File: config.mk
export PLATFORM = sky130hd
export DESIGN_NAME = mutex_condvar_manager_flat
export DESIGN_NICKNAME = d
export VERILOG_FILES = /design/src/rtl/mcm_pkg.sv /design/src/rtl/mcm_if.sv /design/src/rtl/mcm_ram.sv /design/src/rtl/mcm_datapath.sv /design/src/rtl/mcm_ctrl.sv /design/src/rtl/mutex_condvar_manager.sv /design/src/flat_wrapper.sv
export SDC_FILE = /design/constraint.sdc
export NUM_CORES = 1
export LEC_CHECK = 0
export BUFFER_PORTS_ARGS = -buffer_cell sky130_fd_sc_hd__buf_2
export CAP_MARGIN = 10
export CORE_UTILIZATION = 57
export DETAILED_ROUTE_END_ITERATION = 8
export PLACE_DENSITY = 0.76
export SLEW_MARGIN = 20
export SYNTH_ARGS = -nofsm -noshare
export SYNTH_HDL_FRONTEND = slang
export SYNTH_SLANG_ARGS = --single-unit
File: constraint.sdc
create_clock -name clk -period 3.3 [get_ports clk]
set_input_delay 0.495 -clock clk [delete_from_list [all_inputs] [get_ports clk]]
set_output_delay 0.495 -clock clk [all_outputs]
set_load 0.01 [all_outputs]
File: src/rtl/mcm_pkg.sv
// ----------------------------------------------------------------------------
// mcm_pkg: shared types and codes
// Request and status codes, bank sizes, and the command and status bundles
// that pass between the controller and the datapath.
// ----------------------------------------------------------------------------
package mcm_pkg;

	localparam int REQ_W    = 3;
	localparam int THREAD_W = 4;
	localparam int LOCK_W   = 2;
	localparam int COND_W   = 2;
	localparam int STATUS_W = 4;
	localparam int RESULT_CAP = 16;

	// Bank sizes; the field widths above are sized for them.
	localparam int NUM_THREADS = 16;
	localparam int NUM_LOCKS   = 4;
	localparam int NUM_CONDS   = 4;

	typedef enum logic [REQ_W-1:0] {
		REQ_ACQUIRE   = 3'd0,
		REQ_RELEASE   = 3'd1,
		REQ_WAIT      = 3'd2,
		REQ_SIGNAL    = 3'd3,
		REQ_BROADCAST = 3'd4
	} req_t;

	typedef enum logic [STATUS_W-1:0] {
		ST_GRANTED    = 4'd0,
		ST_ALREADY    = 4'd1,
		ST_BLOCKED_LK = 4'd2,
		ST_NOT_OWNER  = 4'd3,
		ST_HANDED     = 4'd4,
		ST_FREED      = 4'd5,
		ST_BLOCKED_CV = 4'd6,
		ST_MOVED      = 4'd7,
		ST_NOTHING    = 4'd8,
		ST_WRONG_LOCK = 4'd9,
		ST_FULL       = 4'd10
	} status_t;

	// Controller commands into the datapath.
	typedef struct packed {
		logic load;        // capture the request fields
		logic rd_lq;       // read lock queue head entry
		logic rd_cq;       // read condition queue head entry
		logic do_acquire;  // acquire decision and update
		logic do_release;  // release using the read head waiter
		logic do_wait_push;// bind condition and push requester
		logic do_wake;     // wake using the read condition head
	} cmd_t;

	// Datapath status into the controller.
	typedef struct packed {
		logic    held;
		logic    owner_is_t;
		logic    bound_ok;      // condition bound to the named lock
		logic    cond_free_ok;  // unbound or bound to the named lock
		logic    cq_full;
		logic    cq_empty;
		logic    lq_empty;
		logic    cq_last;       // condition queue holds exactly one waiter
	} stat_t;

endpackage

File: src/rtl/mcm_if.sv
// ----------------------------------------------------------------------------
// mcm_req_if / mcm_rsp_if: request and result channels
// Valid and ready handshake with the payload of one transfer.
// ----------------------------------------------------------------------------
interface mcm_req_if;
	logic                          valid;
	logic                          ready;
	logic [mcm_pkg::REQ_W-1:0]     req_type;
	logic [mcm_pkg::THREAD_W-1:0]  thread_id;
	logic [mcm_pkg::LOCK_W-1:0]    lock_id;
	logic [mcm_pkg::COND_W-1:0]    cond_id;
	modport source (output valid, req_type, thread_id, lock_id, cond_id, input ready);
	modport sink   (input valid, req_type, thread_id, lock_id, cond_id, output ready);
endinterface

interface mcm_rsp_if;
	logic                          valid;
	logic                          ready;
	logic [mcm_pkg::STATUS_W-1:0]  status;
	logic [mcm_pkg::THREAD_W-1:0]  affected_thread;
	logic [mcm_pkg::LOCK_W-1:0]    affected_lock;
	logic                          last;
	modport source (output valid, status, affected_thread, affected_lock, last, input ready);
	modport sink   (input valid, status, affected_thread, affected_lock, last, output ready);
endinterface

File: src/rtl/mcm_ram.sv
// ----------------------------------------------------------------------------
// mcm_ram: generic single-port-write, single-port-read RAM
// One write and one registered read per cycle.
// ----------------------------------------------------------------------------
module mcm_ram #(
	parameter int WIDTH = 4,
	parameter int DEPTH = 64
) (
	input  logic                     clk,
	input  logic                     we,
	input  logic [$clog2(DEPTH)-1:0] waddr,
	input  logic [WIDTH-1:0]         wdata,
	input  logic [$clog2(DEPTH)-1:0] raddr,
	output logic [WIDTH-1:0]         rdata
);
	logic [WIDTH-1:0] mem_q [DEPTH];

	always_ff @(posedge clk) begin
		if (we)
			mem_q[waddr] <= wdata;
		rdata <= mem_q[raddr];
	end
endmodule

File: src/rtl/mcm_datapath.sv
// ----------------------------------------------------------------------------
// mcm_datapath: lock and condition state with the waiter queues
// Holds per-lock and per-condition registers and two waiter RAMs, and
// produces the status code and fields of each result.
// ----------------------------------------------------------------------------
module mcm_datapath (
	input  logic                           clk,
	input  logic                           arst_n,
	input  mcm_pkg::cmd_t                  cmd,
	input  logic [mcm_pkg::THREAD_W-1:0]   in_thread,
	input  logic [mcm_pkg::LOCK_W-1:0]     in_lock,
	input  logic [mcm_pkg::COND_W-1:0]     in_cond,
	output mcm_pkg::stat_t                 stat,
	output mcm_pkg::status_t               res_status,
	output logic [mcm_pkg::THREAD_W-1:0]   res_thread,
	output logic [mcm_pkg::LOCK_W-1:0]     res_lock
);
	localparam int NUM_THREADS = mcm_pkg::NUM_THREADS;
	localparam int NUM_LOCKS   = mcm_pkg::NUM_LOCKS;
	localparam int NUM_CONDS   = mcm_pkg::NUM_CONDS;
	localparam int TW = $clog2(NUM_THREADS);
	localparam int LW = (NUM_LOCKS > 1) ? $clog2(NUM_LOCKS) : 1;
	localparam int CW = (NUM_CONDS > 1) ? $clog2(NUM_CONDS) : 1;
	localparam int NW = TW + 1;

	logic [NUM_LOCKS-1:0]              held_q;
	logic [mcm_pkg::THREAD_W-1:0]      owner_q [NUM_LOCKS];
	logic [TW-1:0]                     lhead_q [NUM_LOCKS];
	logic [NW-1:0]                     lcnt_q  [NUM_LOCKS];
	logic [NUM_CONDS-1:0]              bound_q;
	logic [LW-1:0]                     block_q [NUM_CONDS];
	logic [TW-1:0]                     chead_q [NUM_CONDS];
	logic [NW-1:0]                     ccnt_q  [NUM_CONDS];

	logic [mcm_pkg::THREAD_W-1:0]      t_q;
	logic [LW-1:0]                     l_q;
	logic [CW-1:0]                     c_q;

	// Request fields reduced modulo the bank sizes.
	logic [LW-1:0] l_in;
	logic [CW-1:0] c_in;
	assign l_in = LW'(32'(in_lock) % NUM_LOCKS);
	assign c_in = CW'(32'(in_cond) % NUM_CONDS);

	logic                 lq_we, cq_we;
	logic [LW+TW-1:0]     lq_wa, lq_ra;
	logic [CW+TW-1:0]     cq_wa, cq_ra;
	logic [mcm_pkg::THREAD_W-1:0] lq_wd, cq_wd, lq_rd, cq_rd;

	mcm_ram #(.WIDTH(mcm_pkg::THREAD_W), .DEPTH(NUM_LOCKS * NUM_THREADS)) u_lq (
		.clk(clk), .we(lq_we), .waddr(lq_wa), .wdata(lq_wd), .raddr(lq_ra), .rdata(lq_rd)
	);
	mcm_ram #(.WIDTH(mcm_pkg::THREAD_W), .DEPTH(NUM_CONDS * NUM_THREADS)) u_cq (
		.clk(clk), .we(cq_we), .waddr(cq_wa), .wdata(cq_wd), .raddr(cq_ra), .rdata(cq_rd)
	);

	logic           held, own_t, lfull, cfull;
	logic [TW-1:0]  ltail, ctail;
	assign held  = held_q[l_q];
	assign own_t = held && owner_q[l_q] == t_q;
	assign lfull = lcnt_q[l_q] == NW'(NUM_THREADS);
	assign cfull = ccnt_q[c_q] == NW'(NUM_THREADS);
	assign ltail = lhead_q[l_q] + lcnt_q[l_q][TW-1:0];
	assign ctail = chead_q[c_q] + ccnt_q[c_q][TW-1:0];

	assign lq_ra = {l_q, lhead_q[l_q]};
	assign cq_ra = {c_q, chead_q[c_q]};

	assign stat.held         = held;
	assign stat.owner_is_t   = own_t;
	assign stat.bound_ok     = bound_q[c_q] && block_q[c_q] == l_q;
	assign stat.cond_free_ok = !bound_q[c_q] || block_q[c_q] == l_q;
	assign stat.cq_full      = cfull;
	assign stat.cq_empty     = ccnt_q[c_q] == '0;
	assign stat.lq_empty     = lcnt_q[l_q] == '0;
	assign stat.cq_last      = ccnt_q[c_q] == NW'(1);

	// Pushes: acquire and wake go into the lock RAM, wait into the condition RAM.
	logic wake_to_lq;
	assign wake_to_lq = cmd.do_wake && held && owner_q[l_q] != cq_rd && !lfull;
	assign lq_we = (cmd.do_acquire && held && owner_q[l_q] != t_q && !lfull) || wake_to_lq;
	assign lq_wa = {l_q, ltail};
	assign lq_wd = cmd.do_wake ? cq_rd : t_q;
	assign cq_we = cmd.do_wait_push;
	assign cq_wa = {c_q, ctail};
	assign cq_wd = t_q;

	always_ff @(posedge clk) begin
		if (cmd.load) begin
			t_q <= in_thread;
			l_q <= l_in;
			c_q <= c_in;
		end
	end

	always_ff @(posedge clk or negedge arst_n) begin
		if (!arst_n) begin
			held_q  <= '0;
			bound_q <= '0;
			for (int i = 0; i < NUM_LOCKS; i++) begin
				owner_q[i] <= '0;
				lhead_q[i] <= '0;
				lcnt_q[i]  <= '0;
			end
			for (int i = 0; i < NUM_CONDS; i++) begin
				block_q[i] <= '0;
				chead_q[i] <= '0;
				ccnt_q[i]  <= '0;
			end
		end else begin
			if (cmd.do_acquire) begin
				if (!held) begin
					held_q[l_q]  <= 1'b1;
					owner_q[l_q] <= t_q;
				end else if (lq_we) begin
					lcnt_q[l_q] <= lcnt_q[l_q] + 1'b1;
				end
			end
			if (cmd.do_release) begin
				if (lcnt_q[l_q] != '0) begin
					owner_q[l_q] <= lq_rd;
					lhead_q[l_q] <= lhead_q[l_q] + 1'b1;
					lcnt_q[l_q]  <= lcnt_q[l_q] - 1'b1;
				end else begin
					held_q[l_q] <= 1'b0;
				end
			end
			if (cmd.do_wait_push) begin
				bound_q[c_q] <= 1'b1;
				block_q[c_q] <= l_q;
				ccnt_q[c_q]  <= ccnt_q[c_q] + 1'b1;
			end
			if (cmd.do_wake) begin
				// A full lock queue leaves the waiter at the condition head.
				if (held && owner_q[l_q] == cq_rd) begin
					chead_q[c_q] <= chead_q[c_q] + 1'b1;
					ccnt_q[c_q]  <= ccnt_q[c_q] - 1'b1;
				end else if (!held) begin
					held_q[l_q]  <= 1'b1;
					owner_q[l_q] <= cq_rd;
					chead_q[c_q] <= chead_q[c_q] + 1'b1;
					ccnt_q[c_q]  <= ccnt_q[c_q] - 1'b1;
				end else if (!lfull) begin
					lcnt_q[l_q]  <= lcnt_q[l_q] + 1'b1;
					chead_q[c_q] <= chead_q[c_q] + 1'b1;
					ccnt_q[c_q]  <= ccnt_q[c_q] - 1'b1;
				end
			end
		end
	end

	// Result fields for the current command; sampled by the controller.
	always_comb begin
		res_status = mcm_pkg::ST_GRANTED;
		res_thread = t_q;
		res_lock   = mcm_pkg::LOCK_W'(l_q);
		if (cmd.do_acquire) begin
			if (!held)                     res_status = mcm_pkg::ST_GRANTED;
			else if (owner_q[l_q] == t_q)  res_status = mcm_pkg::ST_ALREADY;
			else if (!lfull)               res_status = mcm_pkg::ST_BLOCKED_LK;
			else                           res_status = mcm_pkg::ST_FULL;
		end else if (cmd.do_release) begin
			if (lcnt_q[l_q] != '0) begin
				res_status = mcm_pkg::ST_HANDED;
				res_thread = lq_rd;
			end else begin
				res_status = mcm_pkg::ST_FREED;
			end
		end else if (cmd.do_wake) begin
			res_thread = cq_rd;
			if (held && owner_q[l_q] == cq_rd) res_status = mcm_pkg::ST_ALREADY;
			else if (!held)                    res_status = mcm_pkg::ST_GRANTED;
			else if (lfull)                    res_status = mcm_pkg::ST_FULL;
			else                               res_status = mcm_pkg::ST_MOVED;
		end
	end
endmodule

File: src/rtl/mcm_ctrl.sv
// ----------------------------------------------------------------------------
// mcm_ctrl: request sequencer
// Accepts a request, steps the datapath through its queue accesses and
// writes each result into the output register.
// ----------------------------------------------------------------------------
module mcm_ctrl (
	input  logic                         clk,
	input  logic                         arst_n,
	mcm_req_if.sink                      req,
	mcm_rsp_if.source                    rsp,
	output mcm_pkg::cmd_t                cmd,
	input  mcm_pkg::stat_t               stat,
	input  mcm_pkg::status_t             res_status,
	input  logic [mcm_pkg::THREAD_W-1:0] res_thread,
	input  logic [mcm_pkg::LOCK_W-1:0]   res_lock
);
	typedef enum logic [2:0] {
		S_IDLE, S_DECIDE, S_READ, S_EXEC, S_PUSH, S_OUT
	} state_t;

	state_t                         state_q, next_q;
	mcm_pkg::req_t                  op_q;
	logic [mcm_pkg::THREAD_W-1:0]   t_q;
	logic [4:0]                     n_q;      // execute-step results emitted so far
	logic                           done_q;   // result in register is the last one

	logic take;
	assign req.ready = state_q == S_IDLE;
	assign take      = req.valid && req.ready;

	// Commands for the datapath are decoded from the state.
	always_comb begin
		cmd = '0;
		cmd.load = take;
		if (state_q == S_EXEC) begin
			cmd.do_acquire = op_q == mcm_pkg::REQ_ACQUIRE;
			cmd.do_release = op_q == mcm_pkg::REQ_RELEASE || op_q == mcm_pkg::REQ_WAIT;
			cmd.do_wake    = op_q == mcm_pkg::REQ_SIGNAL || op_q == mcm_pkg::REQ_BROADCAST;
		end
		cmd.do_wait_push = state_q == S_PUSH;
	end

	// Early error checks produce a single final result.
	logic               dec_err;
	mcm_pkg::status_t   dec_code;
	always_comb begin
		dec_err  = 1'b0;
		dec_code = mcm_pkg::ST_NOT_OWNER;
		case (op_q)
			mcm_pkg::REQ_RELEASE: begin
				dec_err = !stat.owner_is_t;
			end
			mcm_pkg::REQ_WAIT: begin
				dec_err = 1'b1;
				if (!stat.owner_is_t)        dec_code = mcm_pkg::ST_NOT_OWNER;
				else if (!stat.cond_free_ok) dec_code = mcm_pkg::ST_WRONG_LOCK;
				else if (stat.cq_full)       dec_code = mcm_pkg::ST_FULL;
				else                         dec_err  = 1'b0;
			end
			mcm_pkg::REQ_SIGNAL, mcm_pkg::REQ_BROADCAST: begin
				dec_err = 1'b1;
				if (!stat.bound_ok)          dec_code = mcm_pkg::ST_WRONG_LOCK;
				else if (!stat.owner_is_t)   dec_code = mcm_pkg::ST_NOT_OWNER;
				else if (stat.cq_empty)      dec_code = mcm_pkg::ST_NOTHING;
				else                         dec_err  = 1'b0;
			end
			default: dec_err = 1'b0;
		endcase
	end

	logic rsp_free, rsp_load, bc_last;
	assign rsp_free = !rsp.valid || rsp.ready;
	// The output register takes a new result in this cycle.
	assign rsp_load = (state_q == S_DECIDE && dec_err && rsp_free) || state_q == S_EXEC
		|| (state_q == S_OUT && rsp_free && op_q == mcm_pkg::REQ_WAIT && next_q == S_IDLE);
	// A broadcast result is final when the wake failed, the cap is reached or
	// this wake empties the condition queue.
	assign bc_last = res_status == mcm_pkg::ST_FULL
		|| n_q == 5'(mcm_pkg::RESULT_CAP - 1) || stat.cq_last;

	always_ff @(posedge clk or negedge arst_n) begin
		if (!arst_n) begin
			state_q   <= S_IDLE;
			next_q    <= S_IDLE;
			op_q      <= mcm_pkg::REQ_ACQUIRE;
			t_q       <= '0;
			n_q       <= '0;
			done_q    <= 1'b0;
			rsp.valid <= 1'b0;
			rsp.status          <= '0;
			rsp.affected_thread <= '0;
			rsp.affected_lock   <= '0;
			rsp.last            <= 1'b0;
		end else begin
			if (rsp.valid && rsp.ready && !rsp_load)
				rsp.valid <= 1'b0;
			case (state_q)
				S_IDLE: begin
					if (take) begin
						t_q <= req.thread_id;
						n_q <= '0;
						if (req.req_type inside {mcm_pkg::REQ_ACQUIRE, mcm_pkg::REQ_RELEASE,
							mcm_pkg::REQ_WAIT, mcm_pkg::REQ_SIGNAL, mcm_pkg::REQ_BROADCAST}) begin
							op_q    <= mcm_pkg::req_t'(req.req_type);
							state_q <= S_DECIDE;
						end
					end
				end
				S_DECIDE: begin
					if (dec_err) begin
						if (rsp_free) begin
							rsp.valid           <= 1'b1;
							rsp.status          <= dec_code;
							rsp.affected_thread <= t_q;
							rsp.affected_lock   <= res_lock;
							rsp.last            <= 1'b1;
							state_q             <= S_IDLE;
						end
					end else begin
						state_q <= S_READ;
					end
				end
				S_READ: begin
					// Queue head RAM read settles during this cycle; the step
					// waits here until the output register is free.
					if (rsp_free)
						state_q <= S_EXEC;
				end
				S_EXEC: begin
					rsp.valid           <= 1'b1;
					rsp.status          <= res_status;
					rsp.affected_thread <= res_thread;
					rsp.affected_lock   <= res_lock;
					n_q                 <= n_q + 1'b1;
					if (op_q == mcm_pkg::REQ_WAIT) begin
						rsp.last <= 1'b0;
						next_q   <= S_PUSH;
						done_q   <= 1'b0;
					end else if (op_q == mcm_pkg::REQ_BROADCAST) begin
						rsp.last <= bc_last;
						next_q   <= S_OUT;
						done_q   <= bc_last;
					end else begin
						rsp.last <= 1'b1;
						next_q   <= S_IDLE;
						done_q   <= 1'b1;
					end
					state_q <= S_OUT;
				end
				S_PUSH: begin
					state_q <= S_OUT;
					next_q  <= S_IDLE;
				end
				S_OUT: begin
					if (rsp_free) begin
						if (op_q == mcm_pkg::REQ_WAIT && next_q == S_IDLE) begin
							rsp.valid           <= 1'b1;
							rsp.status          <= mcm_pkg::ST_BLOCKED_CV;
							rsp.affected_thread <= t_q;
							rsp.last            <= 1'b1;
							state_q             <= S_IDLE;
						end else if (op_q == mcm_pkg::REQ_WAIT) begin
							state_q <= S_PUSH;
						end else if (op_q == mcm_pkg::REQ_BROADCAST) begin
							if (done_q)
								state_q <= S_IDLE;
							else
								state_q <= S_READ;
						end else begin
							state_q <= S_IDLE;
						end
					end
				end
				default: state_q <= S_IDLE;
			endcase
		end
	end

	// The output register is written only when it is free.
	assert property (@(posedge clk) disable iff (!arst_n)
		(rsp.valid && !rsp.ready) |=> $stable({rsp.status, rsp.affected_thread,
			rsp.affected_lock, rsp.last}))
		else $error("result overwritten while stalled");
	assert property (@(posedge clk) disable iff (!arst_n)
		take |-> state_q == S_IDLE)
		else $error("request accepted while busy");
	assert property (@(posedge clk) disable iff (!arst_n)
		n_q <= 5'(mcm_pkg::RESULT_CAP))
		else $error("broadcast exceeded result cap");
endmodule

File: src/rtl/mutex_condvar_manager.sv
// ----------------------------------------------------------------------------
// mutex_condvar_manager: mutex and condition variable manager
// An error result is loaded from the decide state; any other request passes
// through the decide, read and execute states before its first result, the
// read state covering the registered queue RAM read. A wait adds a push and
// a second result, and a broadcast repeats read and execute for each wake.
// Reset clears every lock and condition register; the waiter RAMs need no
// clearing since only entries inside a queue's count are ever read.
// ----------------------------------------------------------------------------
module mutex_condvar_manager (
	input logic       clk,
	input logic       arst_n,
	mcm_req_if.sink   req,
	mcm_rsp_if.source rsp
);
	// The controller sequences each request; the datapath holds all lock and condition state.
	mcm_pkg::cmd_t                cmd;
	mcm_pkg::stat_t               stat;
	mcm_pkg::status_t             res_status;
	logic [mcm_pkg::THREAD_W-1:0] res_thread;
	logic [mcm_pkg::LOCK_W-1:0]   res_lock;

	mcm_datapath u_dp (
		.clk(clk), .arst_n(arst_n), .cmd(cmd),
		.in_thread(req.thread_id), .in_lock(req.lock_id), .in_cond(req.cond_id),
		.stat(stat), .res_status(res_status), .res_thread(res_thread), .res_lock(res_lock)
	);

	mcm_ctrl u_ctrl (
		.clk(clk), .arst_n(arst_n), .req(req), .rsp(rsp), .cmd(cmd), .stat(stat),
		.res_status(res_status), .res_thread(res_thread), .res_lock(res_lock)
	);
endmodule

File: src/flat_wrapper.sv
// flat-port wrapper written by rule: the top's interface ports become plain ports
module mutex_condvar_manager_flat 
  (clk, arst_n, req_valid, req_req_type, req_thread_id, req_lock_id, req_cond_id, req_ready, rsp_valid, rsp_status, rsp_affected_thread, rsp_affected_lock, rsp_last, rsp_ready);
  mcm_req_if req_i ();
  mcm_rsp_if rsp_i ();
  input logic clk;
  input logic arst_n;
  input wire logic [$bits(req_i.valid)-1:0] req_valid;
  input wire logic [$bits(req_i.req_type)-1:0] req_req_type;
  input wire logic [$bits(req_i.thread_id)-1:0] req_thread_id;
  input wire logic [$bits(req_i.lock_id)-1:0] req_lock_id;
  input wire logic [$bits(req_i.cond_id)-1:0] req_cond_id;
  output wire logic [$bits(req_i.ready)-1:0] req_ready;
  output wire logic [$bits(rsp_i.valid)-1:0] rsp_valid;
  output wire logic [$bits(rsp_i.status)-1:0] rsp_status;
  output wire logic [$bits(rsp_i.affected_thread)-1:0] rsp_affected_thread;
  output wire logic [$bits(rsp_i.affected_lock)-1:0] rsp_affected_lock;
  output wire logic [$bits(rsp_i.last)-1:0] rsp_last;
  input wire logic [$bits(rsp_i.ready)-1:0] rsp_ready;
  assign req_i.valid = req_valid;
  assign req_i.req_type = req_req_type;
  assign req_i.thread_id = req_thread_id;
  assign req_i.lock_id = req_lock_id;
  assign req_i.cond_id = req_cond_id;
  assign req_ready = req_i.ready;
  assign rsp_valid = rsp_i.valid;
  assign rsp_status = rsp_i.status;
  assign rsp_affected_thread = rsp_i.affected_thread;
  assign rsp_affected_lock = rsp_i.affected_lock;
  assign rsp_last = rsp_i.last;
  assign rsp_i.ready = rsp_ready;
  mutex_condvar_manager u_core (.clk(clk), .arst_n(arst_n), .req(req_i), .rsp(rsp_i));
endmodule
==> summary.md, run 1 <==
## Clocking
* sky130_fd_sc_hd__clkbuf_16 — library cell used as clock root buffer
* yes — TritonCTS clock tree
* 66 — cts bufs inserted
* 3 — number of buffers on the longest clock path
* 0.62 ns — Clk Latency, worst-skew pair
* 0.06 ns — clock slew seen by the registers of the worst setup and hold paths
* 3 — depth of the CTS H-tree
* 662 — clock sink count

## Timing
* -0.05800 ns — post-layout worst setup margin
* 3.358 ns — Period minus WS final
* 39.65% — relative slew slack
* 101.8% — final period utilization
* 0 — final hold vios
* 30 — Final setup viols
* 0.03845 ns — worst clock skew
* -0.4320 ns — setup_tns
* 0.9019 ns — Tightest Pin Transition
* 0 — number of pins with negative max-slew slack in the final report
* yes — unrepaired setup endpoints after global routing
* 297.8 MHz — Max Freq

## Floorplanning
* 227.4 um — Die Y-Extent
* 50170 um^2 — CORE AREA
* 51700 um^2 — Die Outline Area
* 28 — number of primary I/O pins
* 82 — # rows
* 227.4 um — die width
* 57.71% — starting density of the core

## Critical path
* flip-flop to flip-flop — critical path class
* 0.77 ns — Max stage delay on crit path
* sky130_fd_sc_hd__mux4_4 — critical-path cell with the highest stage delay
* flip-flop — crit start category
* buf_6, mux4_4, ha_4, a21o_1, a21oi_2, xnor2_2, xnor2_2, nand2_2, nor2_2 — cells along the critical path
* 8 — worst-path fanout max
* 3.58 ns — critical path data required time
* sky130_fd_sc_hd__xnor2_2 — cell repeated most along the worst path
* 3.64 ns — critical path arrival
* flip-flop — endpoint type of the worst setup path

## Routing
* 0 — number of DRC violations after detailed routing
* 71.91 mm — drt total wl
* 2022 — drt initial violations
* 17975 — routed vias
* 5 — first-pass iteration count of the detailed router
* 0 — post-route ant nets
* 6.413 — Vias per Instance
* 25.65 um — average routed wire per standard cell

## Job
* 0 — reported max-cap violation count

## Power
* 8395 uW — NetSw
* 40.0% — power share of the sequential group
* 18080 uW — Internal Pwr Total
* 767.8 nW/um^2 — power per cell area
* 26470 uW — post-route total power
* 28.7% — Clk network pwr share
* 0.01175 uW — Lkg Pwr
* 31.3% — combinational share of power
* 0.0004469 V — largest vdd supply drop
* 31.71% — fraction of power spent switching nets

## Finish
* 68.72% — end-of-flow core utilization
* 3102 — number of fillers in the final layout
* 520 x sky130_fd_sc_hd__edfxtp_1, 151 x sky130_fd_sc_hd__buf_4, 140 x sky130_fd_sc_hd__nand2_1 — commonest cells after routing, fill and taps aside
* 2114 — total number of nets in the final design
* 32.00% — share of post-route cells with drive strength above 1
* sky130_fd_sc_hd__edfxtp_1 — most common library cell in the layout ignoring fill and taps
* 0 — ANT cells
* 19.08% — signed area change from the synthesized netlist to the final layout

## GRT
* 103.7 mm — global-route wire length before repair
* 71 — pin count of the biggest net entering global routing
* 26.85% — Total Routing Usage GR
* 17899 — vias in the first global route
* 0 — total grt overflow
* 0 — initial antenna violation count

## Placed design
* 43.43 mm — Detail Placement HPWL
* 27 — number of buffer cells added on primary ports
* 0.8879 — routability congestion estimate

## Synth
* sky130_fd_sc_hd__edfxtp_1 54%, sky130_fd_sc_hd__dfrtp_1 12%, sky130_fd_sc_hd__mux4_2 10% — main area contributors after synthesis
* 20.24% — ys async rst share
* 0 — count of synthesis-stage warnings from yosys
* sky130_fd_sc_hd__edfxtp_1 — Synth area leader
* 15.28 um^2 — mean post-synth cell area
* 520 — number of enable flip-flop cells after synthesis
* 66.07% — fraction of the yosys area taken by sequential cells
* 53.93% — proportion of netlist area held by the largest area contributor
* sky130_fd_sc_hd__edfxtp_1 — primary flip-flop cell chosen by synthesis mapping
* 1895 — Cells after Synth
* 71 — Distinct cells, synth
* 1928 — nets in the synthesized netlist
* 28950 um^2 — netlist area before placement
* 662 — flip-flop and latch count after synthesis

## Status
* setup timing — violated checks
* finished with violations — run status

## Hold path
* input pin to flip-flop — Tightest Hold Check Type

==> power by group through the flow <==
stage | logic [uW] | registers, uW | clock network [uW]
finish | 8290 | 10600 | 7590
global route | 8830 | 10700 | 7950
CTS | 7670 | 10600 | 7640
detailed placement | 7480 | 10700 | 0
global placement | 7290 | 10700 | 0
floorplan | 5170 | 10600 | 0
==> per-stage QoR <==
step / hold slack (ns) / cells / area (um^2) / setup slack (ns)
2_1_floorplan: 0.1994 / 1895 / 29320 / -0.03316
3_3_place_gp: 0.4063 / 2671 / 31340 / -0.01006
3_5_place_dp: 0.4068 / 2671 / 31340 / -0.1382
4_1_cts: 0.05377 / 2791 / 33700 / 0.002958
5_1_grt: 0.07413 / 2803 / 34480 / -0.1628
6_report: 0.07368 / 2803 / 34480 / -0.05800
==> state kept, by name, indices dropped and copies added, names as in the netlist, 2 cells and up <==
signal	cells
u_core.u_ctrl.op_q	3
u_core.u_dp.bound_q	4
u_core.u_ctrl.rsp.affected_thread	4
u_core.u_dp.lhead_q	16
u_core.u_ctrl.next_q	2
u_core.u_dp.chead_q	16
u_core.u_dp.ccnt_q	20
u_core.u_ctrl.rsp.affected_lock	2
u_core.u_dp.block_q	8
u_core.u_dp.cq_wd	4
u_core.u_dp.res_lock	2
u_core.u_ctrl.t_q	4
u_core.u_dp.lcnt_q	20
u_core.u_dp.held_q	4
u_core.u_dp.owner_q	16
u_core.u_dp.u_lq.mem_q	256
u_core.u_dp.c_q	2
u_core.u_ctrl.rsp.status	4
u_core.u_dp.u_lq.rdata	4
u_core.u_ctrl.state_q	3
u_core.u_ctrl.n_q	5
u_core.u_dp.u_cq.rdata	4
u_core.u_dp.u_cq.mem_q	256
==> worst paths after layout <==
check / startpoint / to / slack, ns / cells after the start
min in group asynchronous: arst_n / u_core.u_dp.ccnt_q[10] / 0.36 / 2
max in group asynchronous: arst_n / u_core.u_dp.lhead_q[14] / 2.04 / 3
worst max register to register: u_core.u_dp.res_lock[0] / u_core.u_dp.u_lq.mem_q[45][1] / -0.06 / 9
worst min register to register: u_core.u_dp.bound_q[0] / u_core.u_dp.bound_q[0] / 0.46 / 1
worst max-delay path: u_core.u_dp.res_lock[0] / u_core.u_dp.u_lq.mem_q[45][1] / -0.06 / 9
worst min-delay path: req_lock_id[1] / u_core.u_dp.res_lock[1] / 0.07 / 1
==> final cells by class <==
| cell class | instances | area [um^2] | share of cell area, % |
|---|---|---|---|
| clock inverters | 36 | 421.7 | 1.223 |
| clock buffers | 82 | 1743 | 5.056 |
| flip-flops and latches | 662 | 19130 | 55.48 |
| well taps | 672 | 840.8 | 2.439 |
| inverters | 19 | 71.32 | 0.2069 |
| multi-input cells | 1112 | 10260 | 29.77 |
| repair buffers | 220 | 2008 | 5.825 |
==> cell usage after synthesis, drive strengths merged (3+ instances only) <==
master  count
or2         5
o22ai      17
edfxtp    520
or3         6
mux2       31
ha         16
a211o       3
a21oi      45
a22o        3
dfxtp       8
a21o       15
o21ai      77
dfrtp     134
nand4      10
and3        4
nand3b      8
xor2       12
a31oi      10
nand2b     17
nor3       21
a32oi       5
o22a        3
or4         4
inv        18
a211oi     55
o21a        3
nand2     153
nand3      29
mux2i      81
o221ai      7
nor2b      29
mux4      143
buf        53
and2        4
o211ai     16
xnor2      27
nor2      203
nor3b       4
clkbuf     49
o32a        4
o31ai       5
a22oi      10
==> metal layers <==
layer	routed length, um	vias up	global-route usage [%]
met5	0	-	0
met4	2387	0	10.57
met3	5865	161	5.227
met2	35890	943	43.55
met1	27770	9130	36.02
li1	-	7741	-
==> critical path: cells and delay by family (launching register included) <==
kind	cells	cell delay [ns]
buffers and inverters	1	0.14
and+or+nand+nor	2	0.64
DFF	1	0.45
AOI/OAI and AO/OA	2	0.37
xor gates and xnor gates	2	0.45
muxes	1	0.77
adders and majority gates	1	0.22
==> kinds of logic (layout without fill, tap and decap cells) <==
logic type / after synthesis / in the layout / share of synthesized area, %
multiplexers: 255 / 255 / 15.31
AO/OA/AOI/OAI: 294 / 294 / 6.759
buffers and inverters: 121 / 357 / 2.066
AND/OR/NAND/NOR: 506 / 506 / 7.787
adder cells (fa/ha/maj): 18 / 18 / 0.8297
XOR/XNOR: 39 / 39 / 1.180
flip-flops: 662 / 662 / 66.07
==> timing repair <==
| action | in CTS | in global routing |
|---|---|---|
| hold endpoints to repair | 34 | 0 |
| gates cloned | 1 | 4 |
| endpoints found under the setup margin | 218 | 524 |
| pin swaps | 1 | 24 |
| resized for setup | 41 | 149 |
| buffers inserted | 0 | 9 |
| hold buffers | 1 | 0 |
(Power assumes the default switching activity.)
==> run 2, diff against run 1 <==
Settings changed: SKIP_LAST_GASP set to 1.
==> run 2 against run 1 <==
  * Via count shrank 0.60%
  * The run still ends with setup timing left
  * Non-clock buffer count is the same
  * Highest routed layer unchanged
  * Register-to-register slack is essentially flat
  * Flip-flop and latch count is the same
  * Cell count is the same
==> summary.md, run 2 (synthesized netlist as in run 1, its figures left out) <==
## Status
* finished with violations — run status, unchanged
* setup timing — violated checks, unchanged

## Routing
* 5 — first-pass iteration count of the detailed router, unchanged
* 69.41 mm — drt total wl, was 71.91 mm
* 17867 — routed vias, was 17975
* 1943 — drt initial violations, was 2022
* 6.374 — Vias per Instance, was 6.413
* 24.76 um — average routed wire per standard cell, was 25.65 um
* 0 — post-route ant nets, unchanged
* 0 — number of DRC violations after detailed routing, unchanged

## Critical path
* u_core.u_dp.res_lock[0] — launch instance of the worst register-to-register path, unchanged
* 5 — worst-path fanout max, was 8
* u_core.u_dp.u_lq.rdata[2] — capture point of the worst reg-to-reg path, was u_core.u_dp.u_lq.mem_q[45][1]
* flip-flop — crit start category, unchanged
* flip-flop — endpoint type of the worst setup path, unchanged
* -0.05 ns — worst-case register-to-register setup slack, was -0.06 ns
* 3.81 ns — critical path arrival, was 3.64 ns
* 9 — Worst Reg2Reg Path Length in Cells, unchanged
* 3 — CP bufs+invs, was 1
* multiplexers — cell family contributing the most delay on the critical path, unchanged
* 3.76 ns — critical path data required time, was 3.58 ns
* sky130_fd_sc_hd__mux4_4 — critical-path cell with the highest stage delay, unchanged
* flip-flop to flip-flop — critical path class, unchanged
* 0.76 ns — Max stage delay on crit path, was 0.77 ns
* buf_6, mux4_4, buf_6, clkbuf_16, mux4_2, nor2b_1, a211oi_1, a211oi_1, or4_1 — cells along the critical path, was buf_6, mux4_4, ha_4, a21o_1, a21oi_2, xnor2_2, xnor2_2, nand2_2, nor2_2

## Timing
* 0.03762 ns — worst clock skew, was 0.03845 ns
* -0.2861 ns — setup_tns, was -0.4320 ns
* -0.05356 ns — post-layout worst setup margin, was -0.05800 ns
* 3.354 ns — Period minus WS final, was 3.358 ns
* 0 — number of pins with negative max-slew slack in the final report, unchanged
* 0 — final hold vios, unchanged
* yes — unrepaired setup endpoints after global routing, unchanged
* 0.8958 ns — Tightest Pin Transition, was 0.9019 ns
* 101.6% — final period utilization, was 101.8%
* 40.06% — relative slew slack, was 39.65%
* 298.2 MHz — Max Freq, was 297.8 MHz
* 14 — Final setup viols, was 30
* 0.07810 ns — worst slack on hold paths, was 0.07368 ns

## Floorplanning
* 51700 um^2 — Die Outline Area, unchanged
* 50170 um^2 — CORE AREA, unchanged
* 227.4 um — die width, unchanged
* 227.4 um — Die Y-Extent, unchanged
* 28 — number of primary I/O pins, unchanged
* 57.71% — starting density of the core, unchanged
* 82 — # rows, unchanged

## Finish
* 31.68% — share of post-route cells with drive strength above 1, was 32.00%
* 2114 — total number of nets in the final design, unchanged
* u_core.u_dp.u_cq.mem_q x256, u_core.u_dp.u_lq.mem_q x256 — largest registers in the final layout, unchanged
* 0 — ANT cells, unchanged
* sky130_fd_sc_hd__edfxtp_1 — most common library cell in the layout ignoring fill and taps, unchanged
* 3123 — number of fillers in the final layout, was 3102
* 520 x sky130_fd_sc_hd__edfxtp_1, 155 x sky130_fd_sc_hd__buf_4, 142 x sky130_fd_sc_hd__nand2_1 — commonest cells after routing, fill and taps aside, was 520 x sky130_fd_sc_hd__edfxtp_1, 151 x sky130_fd_sc_hd__buf_4, 140 x sky130_fd_sc_hd__nand2_1
* 19130 um^2 — area used by sequential logic in the layout, unchanged
* 34430 um^2 — final instance area, was 34480 um^2
* 18.93% — signed area change from the synthesized netlist to the final layout, was 19.08%
* 10240 um^2 — combined area of the multi-input logic cells, was 10260 um^2

## GRT
* met2 — Top Usage Layer GRT, unchanged
* 0 — total grt overflow, unchanged
* 36.02% — met1 track utilization from global routing, unchanged
* 17899 — vias in the first global route, unchanged
* 26.85% — Total Routing Usage GR, unchanged
* 71 — pin count of the biggest net entering global routing, unchanged
* 103.7 mm — global-route wire length before repair, unchanged
* 43.55% — met2 usage in global routing, unchanged
* 5.227% — met3 demand-to-capacity share in global routing, unchanged
* 0 — initial antenna violation count, unchanged

## Job
* 0 — reported max-cap violation count, unchanged

## Clocking
* 3 — depth of the CTS H-tree, unchanged
* 0.62 ns — Clk Latency, worst-skew pair, about the same
* 3 — number of buffers on the longest clock path, unchanged
* 66 — cts bufs inserted, unchanged
* 0.06 ns — clock slew seen by the registers of the worst setup and hold paths, about the same
* yes — TritonCTS clock tree, unchanged
* sky130_fd_sc_hd__clkbuf_16 — library cell used as clock root buffer, unchanged
* 662 — clock sink count, unchanged

## Power
* 765.6 nW/um^2 — power per cell area, was 767.8 nW/um^2
* 0.0004364 V — largest vdd supply drop, was 0.0004469 V
* 0.01175 uW — Lkg Pwr, about the same

## Hold path
* u_core.u_dp.res_lock[1] — hold worst-path end, unchanged
* input pin to flip-flop — Tightest Hold Check Type, unchanged
* req_lock_id[1] — startpoint of the worst hold path, unchanged
* 1 — Hold Path Depth, unchanged

## Placed design
* 31340 um^2 — standard cell area after detailed placement, unchanged
* 0.8879 — routability congestion estimate, unchanged
* 27 — number of buffer cells added on primary ports, unchanged
* 43.43 mm — Detail Placement HPWL, unchanged

run 2: cell counts in the layout (fill, tap and decap cells not counted):
No cell type changed its count.
run 2: report_power, final:
part | internal, uW | switching, uW
clock | 4410 | 3150
combinational | 3600 | 4600
sequential | 10000 | 546
run 2: worst max-delay path by stage:
stage / startpoint / end / depth (start not counted)
detailed placement: u_core.u_dp.res_lock[0] / u_core.u_dp.u_lq.mem_q[17][1] / 14
CTS: u_core.u_dp.res_lock[0] / u_core.u_dp.u_lq.mem_q[28][2] / 11
finish: u_core.u_dp.res_lock[0] / u_core.u_dp.u_lq.rdata[2] / 9
global route: u_core.u_dp.res_lock[0] / u_core.u_dp.u_lq.rdata[2] / 9
floorplan: u_core.u_dp.res_lock[0] / u_core.u_dp.u_lq.mem_q[16][0] / 11
global placement: u_core.u_dp.res_lock[0] / u_core.u_dp.u_lq.mem_q[25][0] / 14
run 2: per-layer routing:
metal / vias to the layer above / share of wire [%]
met1: 9083 / 40
met5: - / 0
li1: 7734 / -
met4: 0 / 2.9
met2: 911 / 49
met3: 139 / 7.7
run 2: final cells by class:
class | instances | area share [%]
clock inverter | 36 | 1.225
sequential | 662 | 55.55
clock buffer | 82 | 5.062
tap | 672 | 2.442
inverter | 19 | 0.2071
multi-input combinational | 1112 | 29.73
timing repair buffer | 220 | 5.778
run 2: what timing repair did:
item / CTS / global route
cloned: 1 / 4
pin swaps: 1 / 21
gates resized for setup: 41 / 135
buffers inserted: 0 / 9
hold buffers: 1 / 0
setup endpoints to repair: 218 / 524
endpoints found under the hold margin: 34 / 0
run 2: worst reg2reg max path, cell delays in order (launching register included):
cell	delay, ns
sky130_fd_sc_hd__edfxtp_1	0.45
sky130_fd_sc_hd__buf_6	0.14
sky130_fd_sc_hd__mux4_4	0.77
sky130_fd_sc_hd__buf_6	0.19
sky130_fd_sc_hd__clkbuf_16	0.16
sky130_fd_sc_hd__mux4_2	0.45
sky130_fd_sc_hd__nor2b_1	0.18
sky130_fd_sc_hd__a211oi_1	0.27
sky130_fd_sc_hd__a211oi_1	0.11
sky130_fd_sc_hd__or4_1	0.49
run 2: through the flow:
step	utilization [%]	total power, uW	setup slack, ns	std cells
after floorplan	-	15780	-0.03316	1895
after global placement	62.46	18000	-0.01006	2671
after detailed placement	62.46	18200	-0.1382	2671
after CTS	67.17	25870	0.002958	2791
after global routing	68.63	27370	-0.1452	2803
final	68.63	26360	-0.05356	2803
==> run 3, diff against run 2 <==
Settings changed: CORE_UTILIZATION 57 to 54, PLACE_DENSITY 0.76 to 0.7.
Clock period 3.3 ns to 4.17 ns, I/O delays scaled along.
==> run 3 against run 2 <==
  * The flow finishes with violations (DRC)
  * Final area is 6.9% lower
  * Critical path type unchanged
  * Largest cell class unchanged
  * Maximum frequency decreased by 15%
  * Sequential share of layout area rose by 4.1 points
  * Highest routed layer unchanged
  * Largest power group unchanged
  * Critical endpoint is now u_core.u_dp.u_lq.mem_q[15][3]
==> summary.md, run 3 (synthesized netlist as in run 1, its figures left out) <==
## Critical path
* flip-flop — endpoint type of the worst setup path, unchanged
* 4.27 ns — critical path arrival, was 3.81 ns
* flip-flop — crit start category, unchanged
* 4.47 ns — critical path data required time, was 3.76 ns
* flip-flop to flip-flop — critical path class, unchanged
* sky130_fd_sc_hd__mux4_2 — critical-path cell with the highest stage delay, was sky130_fd_sc_hd__mux4_4
* 0.64 ns — Max stage delay on crit path, was 0.76 ns
* 9 — worst-path fanout max, was 5
* mux4_2, inv_1, ha_1, nand2b_1, o2bb2ai_1, nand3_1, a32oi_1, buf_4, nor2b_1, nand2_1, nor2_1 — cells along the critical path, was buf_6, mux4_4, buf_6, clkbuf_16, mux4_2, nor2b_1, a211oi_1, a211oi_1, or4_1

## Power
* 0.0007495 V — largest vdd supply drop, was 0.0004364 V
* 609.7 nW/um^2 — power per cell area, was 765.6 nW/um^2
* 19540 uW — post-route total power, was 26360 uW
* 0.01082 uW — Lkg Pwr, was 0.01175 uW

## GRT
* 101.3 mm — global-route wire length before repair, was 103.7 mm
* 0 — initial antenna violation count, unchanged
* 0 — total grt overflow, unchanged
* 24.75% — Total Routing Usage GR, was 26.85%
* 120 — pin count of the biggest net entering global routing, was 71
* 17060 — vias in the first global route, was 17899

## Placed design
* 27 — number of buffer cells added on primary ports, unchanged
* 0.9010 — routability congestion estimate, was 0.8879
* 2560 — Inst Count DP, was 2671
* 41.29 mm — Detail Placement HPWL, was 43.43 mm
* 0.06969 ns — pre-CTS setup slack, was -0.1382 ns

## Floorplanning
* 84 — # rows, was 82
* 54550 um^2 — Die Outline Area, was 51700 um^2
* 233.6 um — die width, was 227.4 um
* 233.6 um — Die Y-Extent, was 227.4 um
* 54.88% — starting density of the core, was 57.71%
* 52760 um^2 — CORE AREA, was 50170 um^2
* 28 — number of primary I/O pins, unchanged

## Finish
* u_core.u_dp.u_cq.mem_q x256, u_core.u_dp.u_lq.mem_q x256 — largest registers in the final layout, unchanged
* 1974 — total number of nets in the final design, was 2114
* 18.46% — share of post-route cells with drive strength above 1, was 31.68%
* 10.68% — signed area change from the synthesized netlist to the final layout, was 18.93%
* 520 x sky130_fd_sc_hd__edfxtp_1, 194 x sky130_fd_sc_hd__nor2_1, 152 x sky130_fd_sc_hd__nand2_1 — commonest cells after routing, fill and taps aside, was 520 x sky130_fd_sc_hd__edfxtp_1, 155 x sky130_fd_sc_hd__buf_4, 142 x sky130_fd_sc_hd__nand2_1
* 2682 — final standard cell count with taps included and fillers excluded, was 2803
* 0 — ANT cells, unchanged
* 19130 um^2 — area used by sequential logic in the layout, unchanged
* 9280 um^2 — combined area of the multi-input logic cells, was 10240 um^2
* 3849 — number of fillers in the final layout, was 3123
* sky130_fd_sc_hd__edfxtp_1 — most common library cell in the layout ignoring fill and taps, unchanged

## Timing
* 0.2092 ns — post-layout worst setup margin, was -0.05356 ns
* 33.90% — relative slew slack, was 40.06%
* 0.02655 ns — worst clock skew, was 0.03762 ns
* 0 — Final setup viols, was 14
* 0.1720 ns — worst slack on hold paths, was 0.07810 ns
* 0.9840 ns — Tightest Pin Transition, was 0.8958 ns
* 94.98% — final period utilization, was 101.6%
* 252.5 MHz — Max Freq, was 298.2 MHz
* yes — unrepaired setup endpoints after global routing, unchanged
* 0 — number of pins with negative max-slew slack in the final report, unchanged
* 3.961 ns — Period minus WS final, was 3.354 ns
* 0 — final hold vios, unchanged
* 0 ns — setup_tns, was -0.2861 ns

## Status
* finished with violations — run status, unchanged
* DRC — violated checks, was setup timing

## Clocking
* 67 — cts bufs inserted, was 66
* 662 — clock sink count, unchanged
* sky130_fd_sc_hd__clkbuf_16 — library cell used as clock root buffer, unchanged
* 3 — depth of the CTS H-tree, unchanged
* 3 — number of buffers on the longest clock path, unchanged
* 0.60 ns — Clk Latency, worst-skew pair, was 0.62 ns
* 0 — total of hold buffers inserted after clock tree synthesis, was 1
* yes — TritonCTS clock tree, unchanged
* 0.07 ns — clock slew seen by the registers of the worst setup and hold paths, was 0.06 ns

## Routing
* 0 — post-route ant nets, unchanged
* 16977 — routed vias, was 17867
* 14 — number of DRC violations after detailed routing, was 0
* 6.330 — Vias per Instance, was 6.374
* 65.60 mm — drt total wl, was 69.41 mm
* 24.46 um — average routed wire per standard cell, was 24.76 um
* 1929 — drt initial violations, was 1943
* 8 — first-pass iteration count of the detailed router, was 5

## Hold path
* input pin to async pin — Tightest Hold Check Type, was input pin to flip-flop

## Job
* 0 — reported max-cap violation count, unchanged

[run 3: final timing paths]
path                                         start                       endpoint  slack [ns]  cells after the start
hold reg to reg             u_core.u_dp.bound_q[3]         u_core.u_dp.bound_q[3]        0.46                      1
max in group asynchronous                   arst_n         u_core.u_dp.lcnt_q[14]        3.13                      2
hold / removal                              arst_n         u_core.u_dp.chead_q[8]        0.17                      1
setup / recovery           u_core.u_dp.res_lock[0]  u_core.u_dp.u_lq.mem_q[15][3]        0.21                     11
min in group clk                    req_lock_id[1]        u_core.u_dp.res_lock[1]        0.22                      1
setup reg to reg           u_core.u_dp.res_lock[0]  u_core.u_dp.u_lq.mem_q[15][3]        0.21                     11
[run 3: layer usage]
metal	wire length [um]	vias up	GRT usage (%)
met2	31030	754	38.72
met1	27950	8638	35.32
met3	4896	125	3.992
met4	1723	0	8.766
li1	-	7460	-
met5	0	-	0
[run 3: report_power, final]
part / leakage [uW] / switching, uW / internal (uW) / total (uW)
logic: 0.00330 / 3050 / 2190 / 5240
clock network: 0.00105 / 2460 / 3410 / 5870
registers: 0.00647 / 478 / 7950 / 8430
total: 0.0108 / 5990 / 13500 / 19500
[run 3: critical path: cells and delay by family, from the launching register on]
kind / cells / cell delay [ns]
AND/OR/NAND/NOR: 5 / 1.21
multiplexers: 1 / 0.64
flip-flops: 1 / 0.61
AO/OA/AOI/OAI: 2 / 0.55
buffers and inverters: 2 / 0.37
adder cells (fa/ha/maj): 1 / 0.28
[run 3: metrics by stage]
stage               cell area, um^2  util [%]
finish                        32040     60.74
global route                  32040     60.74
CTS                           31990     60.63
detailed placement            29840     56.57
global placement              29840     56.57
floorplan                     28950         -
[run 3: final cells by class]
class / instances / area share, %
sequential: 662 / 59.69
multi-input combinational: 1112 / 28.96
clock buffer: 90 / 5.830
tap: 688 / 2.686
timing repair buffer: 79 / 1.745
clock inverter: 32 / 0.8629
inverter: 19 / 0.2226
[run 3: timing repair]
action / CTS / global route
hold endpoints to repair: 0 / 0
gates resized for setup: 0 / 14
setup endpoints to repair: 0 / 256
buffers inserted: 0 / 0
